<file path="src/rtl/acotd_pkg.sv">
// types, constants and helpers shared by the alarm clock time of day block
package acotd_pkg;

    localparam logic [16:0] DAY_SECONDS    = 17'd86400;
    localparam logic [16:0] HOUR_SECONDS   = 17'd3600;
    localparam logic [16:0] MINUTE_SECONDS = 17'd60;
    localparam logic [4:0]  HALF_DAY_HOURS = 5'd12;

    // reciprocals for constant division, estimate is exact or one low
    localparam logic [15:0] HOUR_RECIP   = 16'd18641;
    localparam int          HOUR_SHIFT   = 26;
    localparam logic [10:0] MINUTE_RECIP = 11'd1092;
    localparam int          MINUTE_SHIFT = 16;

    typedef enum logic [1:0] {
        BTN_NONE       = 2'd0,
        BTN_ADD_MINUTE = 2'd1,
        BTN_ADD_HOUR   = 2'd2,
        BTN_SUB_MINUTE = 2'd3
    } button_t;

    typedef enum logic [1:0] {
        STATUS_OK           = 2'd0,
        STATUS_ENABLE_ZERO  = 2'd1,
        STATUS_DISABLE_ZERO = 2'd2
    } status_t;

    typedef enum logic [2:0] {
        OP_COUNT      = 3'd0,
        OP_HOLD       = 3'd1,
        OP_EDIT_ALARM = 3'd2,
        OP_EDIT_TIME  = 3'd3,
        OP_ARM_ONLY   = 3'd4
    } op_kind_t;

    typedef struct packed {
        logic       command;
        logic [1:0] buttons;
        logic       alarm_enable;
        logic       edit_alarm;
        logic       edit_time;
        logic       twelve_hour;
    } item_t;

    typedef struct packed {
        logic [1:0] hour_tens;
        logic [3:0] hour_units;
        logic [2:0] minute_tens;
        logic [3:0] minute_units;
        logic [2:0] second_tens;
        logic [3:0] second_units;
        logic       pm;
        logic       ring;
        logic       armed;
        logic [1:0] status;
    } result_t;

    // classified word passed from front to back
    typedef struct packed {
        op_kind_t kind;
        button_t  delta;
        logic     enable;
        logic     show_alarm;
        logic     twelve_hour;
    } op_t;

    typedef struct packed {
        logic [2:0] tens;
        logic [3:0] units;
    } bcd60_t;

    // value below 60 into two bcd digits
    function automatic bcd60_t to_bcd60(input logic [5:0] v);
        bcd60_t d;
        if (v >= 6'd50)
            d.tens = 3'd5;
        else if (v >= 6'd40)
            d.tens = 3'd4;
        else if (v >= 6'd30)
            d.tens = 3'd3;
        else if (v >= 6'd20)
            d.tens = 3'd2;
        else if (v >= 6'd10)
            d.tens = 3'd1;
        else
            d.tens = 3'd0;
        d.units = 4'(v - 6'(d.tens) * 6'd10);
        return d;
    endfunction

endpackage

</file>
<file path="src/rtl/alarm_clock_time_of_day_core.sv">
// Alarm clock with a seconds-of-day counter and alarm time, shown as bcd hh:mm:ss.
// One word is accepted per clock cycle while the queue is not full, and one result word
// per cycle can be taken while results are ready; the rate is set by the time and alarm
// update at the head of the back end. A word passes through the operation queue and a
// six-stage back end to the result ports. The queue of QUEUE_DEPTH words lets input
// continue while results wait to be popped.
module alarm_clock_time_of_day_core
    import acotd_pkg::*;
#(
    parameter int QUEUE_DEPTH = 4
)
(
    input  logic    clk,
    input  logic    rst_n,
    input  item_t   item,
    input  logic    push,
    output logic    full,
    output result_t result,
    output logic    empty,
    input  logic    pop
);

    op_t  front_op, queue_op;
    logic queue_empty, queue_pop;

    acotd_front u_front (
        .item (item),
        .op   (front_op)
    );

    acotd_queue #(
        .DEPTH (QUEUE_DEPTH)
    ) u_queue (
        .clk     (clk),
        .rst_n   (rst_n),
        .wr_en   (push),
        .wr_data (front_op),
        .full    (full),
        .rd_en   (queue_pop),
        .rd_data (queue_op),
        .empty   (queue_empty)
    );

    acotd_back u_back (
        .clk      (clk),
        .rst_n    (rst_n),
        .op       (queue_op),
        .op_empty (queue_empty),
        .op_pop   (queue_pop),
        .result   (result),
        .empty    (empty),
        .pop      (pop)
    );

    // ring only comes from count and hold words, error status only from command words
    assert property (@(posedge clk) disable iff (!rst_n)
        !empty |-> !(result.ring && result.status != STATUS_OK))
        else $error("ring and error status in the same word");

    assert property (@(posedge clk) disable iff (!rst_n)
        !empty |-> (result.hour_tens <= 2'd2 && result.minute_tens <= 3'd5
                    && result.second_tens <= 3'd5 && result.minute_units <= 4'd9
                    && result.second_units <= 4'd9 && result.hour_units <= 4'd9))
        else $error("bcd digit out of range");

    assert property (@(posedge clk) disable iff (!rst_n)
        (!empty && result.pm) |->
            (result.hour_tens == 2'd0
             || (result.hour_tens == 2'd1 && result.hour_units <= 4'd1)))
        else $error("pm set with an hour of twelve or more");

endmodule

</file>
<file path="src/rtl/acotd_front.sv">
// front end: classifies an incoming word into an operation for the back end
module acotd_front
    import acotd_pkg::*;
(
    input  item_t item,
    output op_t   op
);

    always_comb
    begin
        op.delta       = button_t'(item.buttons);
        op.enable      = item.alarm_enable;
        op.show_alarm  = item.edit_alarm;
        op.twelve_hour = item.twelve_hour;
        if (!item.command)
            op.kind = item.edit_time ? OP_HOLD : OP_COUNT;
        else if (item.edit_alarm)
            op.kind = OP_EDIT_ALARM;
        else if (item.edit_time)
            op.kind = OP_EDIT_TIME;
        else
            op.kind = OP_ARM_ONLY;
    end

endmodule

</file>
<file path="src/rtl/acotd_queue.sv">
// small fifo of classified operations between front and back
module acotd_queue
    import acotd_pkg::*;
#(
    parameter int DEPTH = 4
)
(
    input  logic clk,
    input  logic rst_n,
    input  logic wr_en,
    input  op_t  wr_data,
    output logic full,
    input  logic rd_en,
    output op_t  rd_data,
    output logic empty
);

    localparam int PTR_W = (DEPTH > 1) ? $clog2(DEPTH) : 1;
    localparam int CNT_W = $clog2(DEPTH + 1);

    op_t              mem_reg [DEPTH];
    logic [PTR_W-1:0] wr_ptr_reg, wr_ptr_next;
    logic [PTR_W-1:0] rd_ptr_reg, rd_ptr_next;
    logic [CNT_W-1:0] count_reg, count_next;
    logic             do_wr, do_rd;

    assign full    = (count_reg == CNT_W'(DEPTH));
    assign empty   = (count_reg == '0);
    assign do_wr   = wr_en && !full;
    assign do_rd   = rd_en && !empty;
    assign rd_data = mem_reg[rd_ptr_reg];

    always_comb
    begin
        wr_ptr_next = wr_ptr_reg;
        rd_ptr_next = rd_ptr_reg;
        count_next  = count_reg;
        if (do_wr)
            wr_ptr_next = (wr_ptr_reg == PTR_W'(DEPTH - 1)) ? '0 : wr_ptr_reg + 1'b1;
        if (do_rd)
            rd_ptr_next = (rd_ptr_reg == PTR_W'(DEPTH - 1)) ? '0 : rd_ptr_reg + 1'b1;
        if (do_wr && !do_rd)
            count_next = count_reg + 1'b1;
        else if (do_rd && !do_wr)
            count_next = count_reg - 1'b1;
    end

    always_ff @(posedge clk or negedge rst_n)
    begin
        if (!rst_n)
        begin
            wr_ptr_reg <= '0;
            rd_ptr_reg <= '0;
            count_reg  <= '0;
        end
        else
        begin
            wr_ptr_reg <= wr_ptr_next;
            rd_ptr_reg <= rd_ptr_next;
            count_reg  <= count_next;
        end
    end

    always_ff @(posedge clk)
    begin
        if (do_wr)
            mem_reg[wr_ptr_reg] <= wr_data;
    end

endmodule

</file>
<file path="src/rtl/acotd_back.sv">
// back end: time and alarm state, then a pipeline that converts the shown time or alarm to bcd
module acotd_back
    import acotd_pkg::*;
(
    input  logic    clk,
    input  logic    rst_n,
    input  op_t     op,
    input  logic    op_empty,
    output logic    op_pop,
    output result_t result,
    output logic    empty,
    input  logic    pop
);

    typedef struct packed {
        logic       ring;
        logic       armed;
        logic [1:0] status;
        logic       twelve_hour;
    } side_t;

    logic [16:0] time_reg, time_next;
    logic [16:0] alarm_reg, alarm_next;
    logic        armed_reg, armed_next;

    logic [6:1]  valid_reg;
    logic        advance;

    side_t       side1_reg, side2_reg, side3_reg, side4_reg, side5_reg;
    side_t       side1_next;
    logic [16:0] shown1_reg, shown2_reg, shown1_next;
    logic [4:0]  hest2_reg;
    logic [4:0]  hours3_reg, hours4_reg, hours5_reg;
    logic [11:0] rem3_reg, rem4_reg;
    logic [5:0]  mest4_reg;
    logic [5:0]  minutes5_reg, seconds5_reg;
    logic        pm5_reg;
    result_t     result_reg;

    logic [16:0] tick_sum;
    logic        alarm_zero;

    function automatic logic [16:0] edit_value(input logic [16:0] v, input button_t b);
        logic [16:0] r;
        r = v;
        case (b)
            BTN_ADD_MINUTE: r = v + MINUTE_SECONDS;
            BTN_ADD_HOUR:   r = v + HOUR_SECONDS;
            BTN_SUB_MINUTE: r = (v < MINUTE_SECONDS) ? DAY_SECONDS : v - MINUTE_SECONDS;
            default:        r = v;
        endcase
        if (r >= DAY_SECONDS)
            r = '0;
        return r;
    endfunction

    // whole pipeline holds while the finished word is not taken
    assign advance = !(valid_reg[6] && !pop);
    assign op_pop  = advance && !op_empty;
    assign empty   = !valid_reg[6];
    assign result  = result_reg;

    // stage 1: state update
    always_comb
    begin
        time_next   = time_reg;
        alarm_next  = alarm_reg;
        armed_next  = armed_reg;
        tick_sum    = time_reg + {16'd0, (op.kind == OP_COUNT)};
        alarm_zero  = (alarm_reg == '0);
        side1_next.ring        = 1'b0;
        side1_next.status      = STATUS_OK;
        side1_next.twelve_hour = op.twelve_hour;
        case (op.kind)
            OP_COUNT, OP_HOLD:
            begin
                side1_next.ring = armed_reg && (tick_sum == alarm_reg);
                time_next       = (tick_sum >= DAY_SECONDS) ? '0 : tick_sum;
            end
            OP_EDIT_ALARM, OP_EDIT_TIME, OP_ARM_ONLY:
            begin
                if (alarm_zero)
                    side1_next.status = op.enable ? STATUS_ENABLE_ZERO : STATUS_DISABLE_ZERO;
                else
                    armed_next = op.enable;
                if (op.kind == OP_EDIT_ALARM)
                    alarm_next = edit_value(alarm_reg, op.delta);
                else if (op.kind == OP_EDIT_TIME)
                    time_next = edit_value(time_reg, op.delta);
            end
            default:
            begin
                time_next = time_reg;
            end
        endcase
        side1_next.armed = armed_next;
        shown1_next      = op.show_alarm ? alarm_next : time_next;
    end

    always_ff @(posedge clk or negedge rst_n)
    begin
        if (!rst_n)
        begin
            time_reg  <= '0;
            alarm_reg <= '0;
            armed_reg <= 1'b0;
            valid_reg <= '0;
        end
        else
        begin
            if (op_pop)
            begin
                time_reg  <= time_next;
                alarm_reg <= alarm_next;
                armed_reg <= armed_next;
            end
            if (advance)
                valid_reg <= {valid_reg[5:1], !op_empty};
        end
    end

    logic [31:0] h_prod;
    logic [16:0] h_back, rem3_full;
    logic [21:0] m_prod;
    logic [11:0] m_back, rem5_full;
    logic [4:0]  hours_fold;
    bcd60_t      hour_bcd, minute_bcd, second_bcd;

    always_comb
    begin
        h_prod    = 32'(shown1_reg) * 32'(HOUR_RECIP);
        h_back    = 17'(hest2_reg) * HOUR_SECONDS;
        rem3_full = shown2_reg - h_back;
        m_prod    = 22'(rem3_reg) * 22'(MINUTE_RECIP);
        m_back    = 12'(mest4_reg) * 12'(MINUTE_SECONDS);
        rem5_full = rem4_reg - m_back;
        hours_fold = (side4_reg.twelve_hour && hours4_reg >= HALF_DAY_HOURS)
                   ? hours4_reg - HALF_DAY_HOURS : hours4_reg;
        hour_bcd   = to_bcd60({1'b0, hours5_reg});
        minute_bcd = to_bcd60(minutes5_reg);
        second_bcd = to_bcd60(seconds5_reg);
    end

    always_ff @(posedge clk)
    begin
        if (advance)
        begin
            side1_reg  <= side1_next;
            shown1_reg <= shown1_next;

            side2_reg  <= side1_reg;
            shown2_reg <= shown1_reg;
            hest2_reg  <= 5'(h_prod >> HOUR_SHIFT);

            side3_reg  <= side2_reg;
            if (rem3_full >= HOUR_SECONDS)
            begin
                hours3_reg <= hest2_reg + 1'b1;
                rem3_reg   <= 12'(rem3_full - HOUR_SECONDS);
            end
            else
            begin
                hours3_reg <= hest2_reg;
                rem3_reg   <= 12'(rem3_full);
            end

            side4_reg  <= side3_reg;
            hours4_reg <= hours3_reg;
            rem4_reg   <= rem3_reg;
            mest4_reg  <= 6'(m_prod >> MINUTE_SHIFT);

            side5_reg  <= side4_reg;
            hours5_reg <= hours_fold;
            pm5_reg    <= side4_reg.twelve_hour && (hours4_reg >= HALF_DAY_HOURS);
            if (rem5_full >= 12'(MINUTE_SECONDS))
            begin
                minutes5_reg <= mest4_reg + 1'b1;
                seconds5_reg <= 6'(rem5_full - 12'(MINUTE_SECONDS));
            end
            else
            begin
                minutes5_reg <= mest4_reg;
                seconds5_reg <= 6'(rem5_full);
            end

            result_reg.hour_tens    <= 2'(hour_bcd.tens);
            result_reg.hour_units   <= hour_bcd.units;
            result_reg.minute_tens  <= minute_bcd.tens;
            result_reg.minute_units <= minute_bcd.units;
            result_reg.second_tens  <= second_bcd.tens;
            result_reg.second_units <= second_bcd.units;
            result_reg.pm           <= pm5_reg;
            result_reg.ring         <= side5_reg.ring;
            result_reg.armed        <= side5_reg.armed;
            result_reg.status       <= side5_reg.status;
        end
    end

endmodule
</file>
<file path="config.mk">
export PLATFORM = sky130hd
export DESIGN_NAME = alarm_clock_time_of_day_core
export DESIGN_NICKNAME = d
export VERILOG_FILES = /design/src/rtl/acotd_pkg.sv /design/src/rtl/alarm_clock_time_of_day_core.sv /design/src/rtl/acotd_front.sv /design/src/rtl/acotd_queue.sv /design/src/rtl/acotd_back.sv
export SDC_FILE = /design/constraint.sdc
export NUM_CORES = 1
export LEC_CHECK = 0
export BUFFER_PORTS_ARGS = -buffer_cell sky130_fd_sc_hd__buf_2
export CAP_MARGIN = 25
export CORE_MARGIN = 2
export CORE_UTILIZATION = 65
export CTS_BUF_LIST = sky130_fd_sc_hd__clkbuf_4
export CTS_CLUSTER_SIZE = 10
export DETAILED_ROUTE_END_ITERATION = 8
export GPL_ROUTABILITY_DRIVEN = 1
export PLACE_DENSITY_LB_ADDON = 0.25
export SLEW_MARGIN = 20
export SYNTH_ARGS = -nofsm -noshare
export SYNTH_HDL_FRONTEND = slang
export SYNTH_SLANG_ARGS = --single-unit
</file>
<file path="constraint.sdc">
create_clock -name clk -period 18.5 [get_ports clk]
set_clock_uncertainty 0.1 [all_clocks]
set_input_delay 1.85 -clock clk [delete_from_list [all_inputs] [get_ports clk]]
set_output_delay 1.85 -clock clk [all_outputs]
set_load 0.03 [all_outputs]
</file>
==> results of run 1 <==
-- worst max-delay path: cells and delay by family, from the launching register on --
kind,cells,cell delay [ns]
adders and majority gates,7,2.85
xor gates and xnor gates,1,0.08
AOI/OAI and AO/OA,6,1.27
DFF,1,0.62
and+or+nand+nor,2,0.29
-- stage by stage --
stage	util	instance area [sq um]	setup slack, ns
2_1_floorplan	-	18400	10.37
3_3_place_gp	0.675	18800	12.98
3_5_place_dp	0.675	18800	12.75
4_1_cts	0.703	19600	12.71
5_1_grt	0.704	19600	12.72
6_report	0.704	19600	13.06
-- placed cells by master (no fill, tap or decap), drive strengths merged, types with 14 or more instances in the layout --
cell,netlist,layout
a21o,16,16
a21oi,87,87
a31oi,17,17
and3,18,18
buf,30,46
clkbuf,58,78
clkinv,1,18
dfrtp,48,48
edfxtp,178,178
fa,67,67
ha,254,254
inv,189,191
mux2,18,18
mux2i,14,14
nand2,121,121
nand2b,14,14
nand3,38,38
nand4,22,22
nor2,93,93
nor2b,18,18
nor3,47,47
nor4,15,15
o21a,15,15
o21ai,84,84
o22ai,15,15
or3,15,15
xnor2,72,72
xor2,35,35
-- cell families (layout without fill, tap and decap cells) --
group                    count (synthesis)  after routing  synth area share
AND/OR/NAND/NOR                        450            450             0.122
XOR/XNOR                               107            107            0.0508
buffers and inverters                  278            337            0.0588
multiplexers                            39             39            0.0274
AO/OA/AOI/OAI                          378            378             0.139
flip-flops                             226            226             0.355
other                                    0              2                 0
adder cells (fa/ha/maj)                323            323             0.246
-- metal layers --
layer  up-vias  wire length, um
li1       6577                -
met1      6765            17700
met2       612            21000
met3       124             3070
met4         0             1540
met5         -                0
-- path summary, 6_finish.rpt --
kind                                  startpoint                    end  slack [ns]  depth (start not counted)
min in group asynchronous                  rst_n  u_queue.wr_ptr_reg[0]        1.18                          2
hold reg to reg              u_back.side2_reg[3]    u_back.side3_reg[3]        0.28                          0
setup / recovery           u_back.shown1_reg[12]    u_back.hest2_reg[4]       13.06                         16
max in group asynchronous                  rst_n  u_queue.rd_ptr_reg[0]       16.66                          2
setup reg to reg           u_back.shown1_reg[12]    u_back.hest2_reg[4]       13.06                         16
hold / removal               u_back.side2_reg[3]    u_back.side3_reg[3]        0.28                          0
-- layout make-up --
type / instances / area, sq um
multi-input cells: 1297 / 10800
well taps: 378 / 473
inverters: 190 / 713
repair buffers: 46 / 256
clock inverters: 23 / 204
flip-flops and latches: 226 / 6550
diodes: 2 / 5.00
clock buffers: 78 / 586
fillers: 2035 / 8260
==> reports/qor.txt, run 1 <==
WL per Instance: 19.3 um
Port buffer count: 37
Met2 usage in global routing: 0.507
Share of the synthesized area in the top cell type: 0.290
Cts hold-fix bufs: 0
IO Pins: 38
CTS Buffer Depth: 3
Hold_ws: 0.282 ns
Req. time, crit path: 18.84 ns
Status: finished clean
Top post-synthesis cells by area: edfxtp_1 29%, ha_1 17%, fa_1 7.3%
CP max stage cell: edfxtp_1
RSZ-0062 raised after global routing: no
Starting Density: 0.662
Clk Tree Root Cell: clkbuf_4
Critical Path Source Type: flop
Vias in the first global route: 13,900
Setup violations, final: 0
Crit path largest cell delay: 0.62 ns
Syn Std Cell Area: 18,400 sq um
Critical path endpoint category: flop
P&R area growth vs syn: 6.33%
Share of cells above drive strength 1: 0.105
MaxCap Viol Count: 0
Final WL: 43.3 mm
Critical Path AT: 5.77 ns
Min Tclk post-route: 5.44 ns
GR peak layer: met2
Number of iterations in the first detailed-routing pass: 6
Max FFs per register: 32
Final #Nets: 2,147
Via count: 14,100
GPL Wtd Cong: 0.993
Yosys reg bits: 226
Num rows: 61
Cts repair resizes: 0
Post-route ant nets: 0
Gr ovfl total: 0
CTS clock-pin slew for the worst setup and hold paths: 0.07 ns
Non-Filler Instances: 2,240
Mapped Cells: 1,801
Die Height: 172 um
Fin Setup TNS: 0 ns
Antenna violations before repair: 1
Seq/Total Area, Yosys: 0.355
Avg Cell Area, Syn: 10.2 sq um
Primary FF master, synth: edfxtp_1
Area of the core: 27,900 sq um
Fmax: 0.184 GHz
CTS H-tree lvls: 2
Chip width: 172 um
Met3 Usage GRT: 0.0469
Syn nets: 2,133
Count of different cell masters after synthesis: 96
Skew-Pair Late Insertion Delay: 0.68 ns
First-pass GRT wire length: 69.5 mm
Yosys top cell by area: edfxtp_1
CTS Sinks: 226
Period utilisation layout: 0.294
Vias per cell: 6.28
Drt drc: 0
Ys async rst share: 0.212
Most frequent cell on the critical path: ha_1
Met1 GRT Util: 0.379
Postcts setup bufs: 0
Final HPWL DP: 31.6 mm
Fin. Hold Viols: 0
Largest net degree at the start of global routing: 90
Max-slew headroom: 0.410
Setup Crit Path Kind: flop to flop
Synth warnings: 0
DRT iter0 DRCs: 1,350
Max Fanout on Critical Path: 7
CTS tree: done
Worst-path cell chain: ha_1 -> ha_1 -> fa_1 -> fa_1 -> fa_1 -> ha_1 -> ha_1 -> a21o_1 -> a21o_1 -> a21oi_1 -> nand2_1 -> nor3_1 -> a21oi_1 -> a211o_1 -> a21oi_1 -> xnor2_1
Die area: 29,700 sq um
Slew @ Worst Pin: 0.884 ns
Count leader, synth: ha_1
HP Class: flop to flop
EDFF count, synth: 178
Post-synth top cells: 254 x ha_1, 188 x inv_1, 178 x edfxtp_1
Slew Limit Fails: 0
GR Util All Layers: 0.298
Dpl cells: 2,136
CTS Buf Count: 54
Power of run 1 is left out: the tool's default activity adds up to more than one toggle a clock period on the data nets, which glitch-free logic cannot reach.
==> run 2: changes to the inputs <==
==> constraint.sdc (replaced) <==
create_clock -name clk -period 5.6 [get_ports clk]
set_clock_uncertainty 0.1 [all_clocks]
set_input_delay 0.56 -clock clk [delete_from_list [all_inputs] [get_ports clk]]
set_output_delay 0.56 -clock clk [all_outputs]
set_load 0.03 [all_outputs]
==> run 2 against run 1 <==
Maximum frequency is 4.9% higher. Setup slack got worse by 13 ns. Clock-buffer cell count shrank 4. Sequential share of layout area fell by 0.34 points. Hold slack lost 0.20 ns.
==> reports/qor.txt, run 2 (synthesis results as in run 1) <==
CTS Buf Count: 57
Crit path largest cell delay: 0.52 ns
Die Height: 172 um
Final #Nets: 2,172
Die area: 29,700 sq um
Max FFs per register: 32
Reg-to-reg setup timing slack: 0.42 ns
Post-route cell area: 19,800 sq um
Critical Path AT: 5.55 ns
GR Util All Layers: 0.301
FILL cells: 2,020
Most common cell after layout, fill and taps aside: ha_1
CTS Buffer Depth: 3
MaxCap Viol Count: 0
Drt drc: 0
Antenna violations before repair: 1
Port buffer count: 37
Most frequent cell on the critical path: a21oi_1
HP Class: input pin to flop
Share of cells above drive strength 1: 0.111
Vias in the first global route: 14,000
CP max stage cell: fa_1
Fin. Hold Viols: 0
IO Pins: 38
Fmax: 0.193 GHz
Clk Tree Root Cell: clkbuf_4
Via count: 14,200
GPL Wtd Cong: 0.999
Min Tclk post-route: 5.18 ns
CTS tree: done
Largest net degree at the start of global routing: 86
CTS H-tree lvls: 2
Critical Path Source Type: flop
CTS Sinks: 226
Cts repair resizes: 0
DRT iter0 DRCs: 1,303
Final HPWL DP: 32.1 mm
Req. time, crit path: 5.96 ns
P&R area growth vs syn: 7.40%
Final WL: 43.4 mm
WL per Instance: 19.1 um
Slew @ Worst Pin: 0.965 ns
Slew Limit Fails: 0
Max-slew headroom: 0.355
First-pass GRT wire length: 70.5 mm
RSZ-0062 raised after global routing: no
Status: finished clean
Area after DPL: 18,900 sq um
Chip width: 172 um
Post-route ant nets: 0
Max Fanout on Critical Path: 6
Most frequent cells in the layout: 254 x ha_1, 188 x inv_1, 178 x edfxtp_1
Crit path buffers/inverters: 2
Vias per cell: 6.26
Worst-path cell chain: inv_1 -> fa_1 -> fa_1 -> inv_1 -> ha_1 -> a21oi_1 -> o21bai_1 -> a21oi_1 -> xnor2_1 -> ha_1 -> nor3_1 -> a21oi_1 -> o32a_1 -> o21ai_0 -> o211ai_1 -> a211oi_1 -> nand2_1 -> mux2_2
Skew-Pair Late Insertion Delay: 0.75 ns
Setup Crit Path Kind: flop to flop
Num rows: 61
Area of the core: 27,900 sq um
Delay-heaviest family, CP: adder cells
Period utilisation layout: 0.926
Critical path endpoint category: flop
Starting Density: 0.662
Number of iterations in the first detailed-routing pass: 6
Setup violations, final: 0
Gr ovfl total: 0
CTS clock-pin slew for the worst setup and hold paths: 0.08 ns
Fin Setup TNS: 0 ns
[run 2: changes by cell type in the layout (fill, tap and decap cells not counted), moves of 4 or more]
cell,delta
clkinv_2,+4
clkbuf_4,-4
buf_4,+16
clkinv_1,+6
dlygate4sd3_1,+6
[run 2: worst paths after layout]
path / from / end / cells past startpoint
max in group asynchronous: rst_n / u_back.alarm_reg[10] / 3
max reg2reg: u_back.mest4_reg[3] / u_back.seconds5_reg[3] / 18
min: item[1] / u_queue.mem_reg[0][7] / 2
min reg2reg: u_back.side1_reg[2] / u_back.side2_reg[2] / 0
max: u_back.mest4_reg[3] / u_back.seconds5_reg[3] / 18
min in group asynchronous: rst_n / u_back.time_reg[6] / 3
[run 2: per-stage QoR]
stage / worst slack, ns / instances / util / hold WS, ns
floorplan: 0.582 / 1801 / - / 0.164
global placement: 0.558 / 2152 / 0.679 / 0.303
detailed placement: 0.493 / 2152 / 0.679 / 0.305
CTS: 0.447 / 2265 / 0.710 / 0.0468
global route: 0.171 / 2267 / 0.711 / 0.0511
finish: 0.417 / 2267 / 0.711 / 0.0806
[run 2: area by class of cell]
class	instances	area, sq um	area share
Multi-Input combinational cell	1297	10800	0.546
Antenna cell	1	2.50	0.000126
Tap cell	378	473	0.0239
Timing Repair Buffer	68	445	0.0225
Clock buffer	74	556	0.0281
Clock inverter	33	251	0.0127
Inverter	190	713	0.0360
Sequential cell	226	6550	0.331
[run 2: timing repair]
| item | CTS | global route |
|---|---|---|
| setup buffers | 0 | 0 |
| hold buffers | 6 | 0 |
| endpoints found under the hold margin | 68 | 0 |
[run 2: metal layers]
metal | wire, um | share of wire | global-route usage | vias to the layer above
met5 | 0 | 0 | 0 | -
met4 | 1680 | 0.039 | 0.120 | 0
met3 | 3290 | 0.076 | 0.0490 | 151
met2 | 20800 | 0.48 | 0.508 | 645
met1 | 17600 | 0.41 | 0.389 | 6758
li1 | - | - | - | 6630
[run 2: worst reg2reg max path, cell delays in order (launching register included)]
cell	delay [ns]
edfxtp_1	0.47
inv_1	0.27
fa_1	0.50
fa_1	0.52
inv_1	0.05
ha_1	0.34
a21oi_1	0.23
o21bai_1	0.12
a21oi_1	0.25
xnor2_1	0.17
ha_1	0.32
nor3_1	0.21
a21oi_1	0.07
o32a_1	0.18
o21ai_0	0.16
o211ai_1	0.11
a211oi_1	0.32
nand2_1	0.23
mux2_2	0.32
Power of run 2 is left out for the same reason.
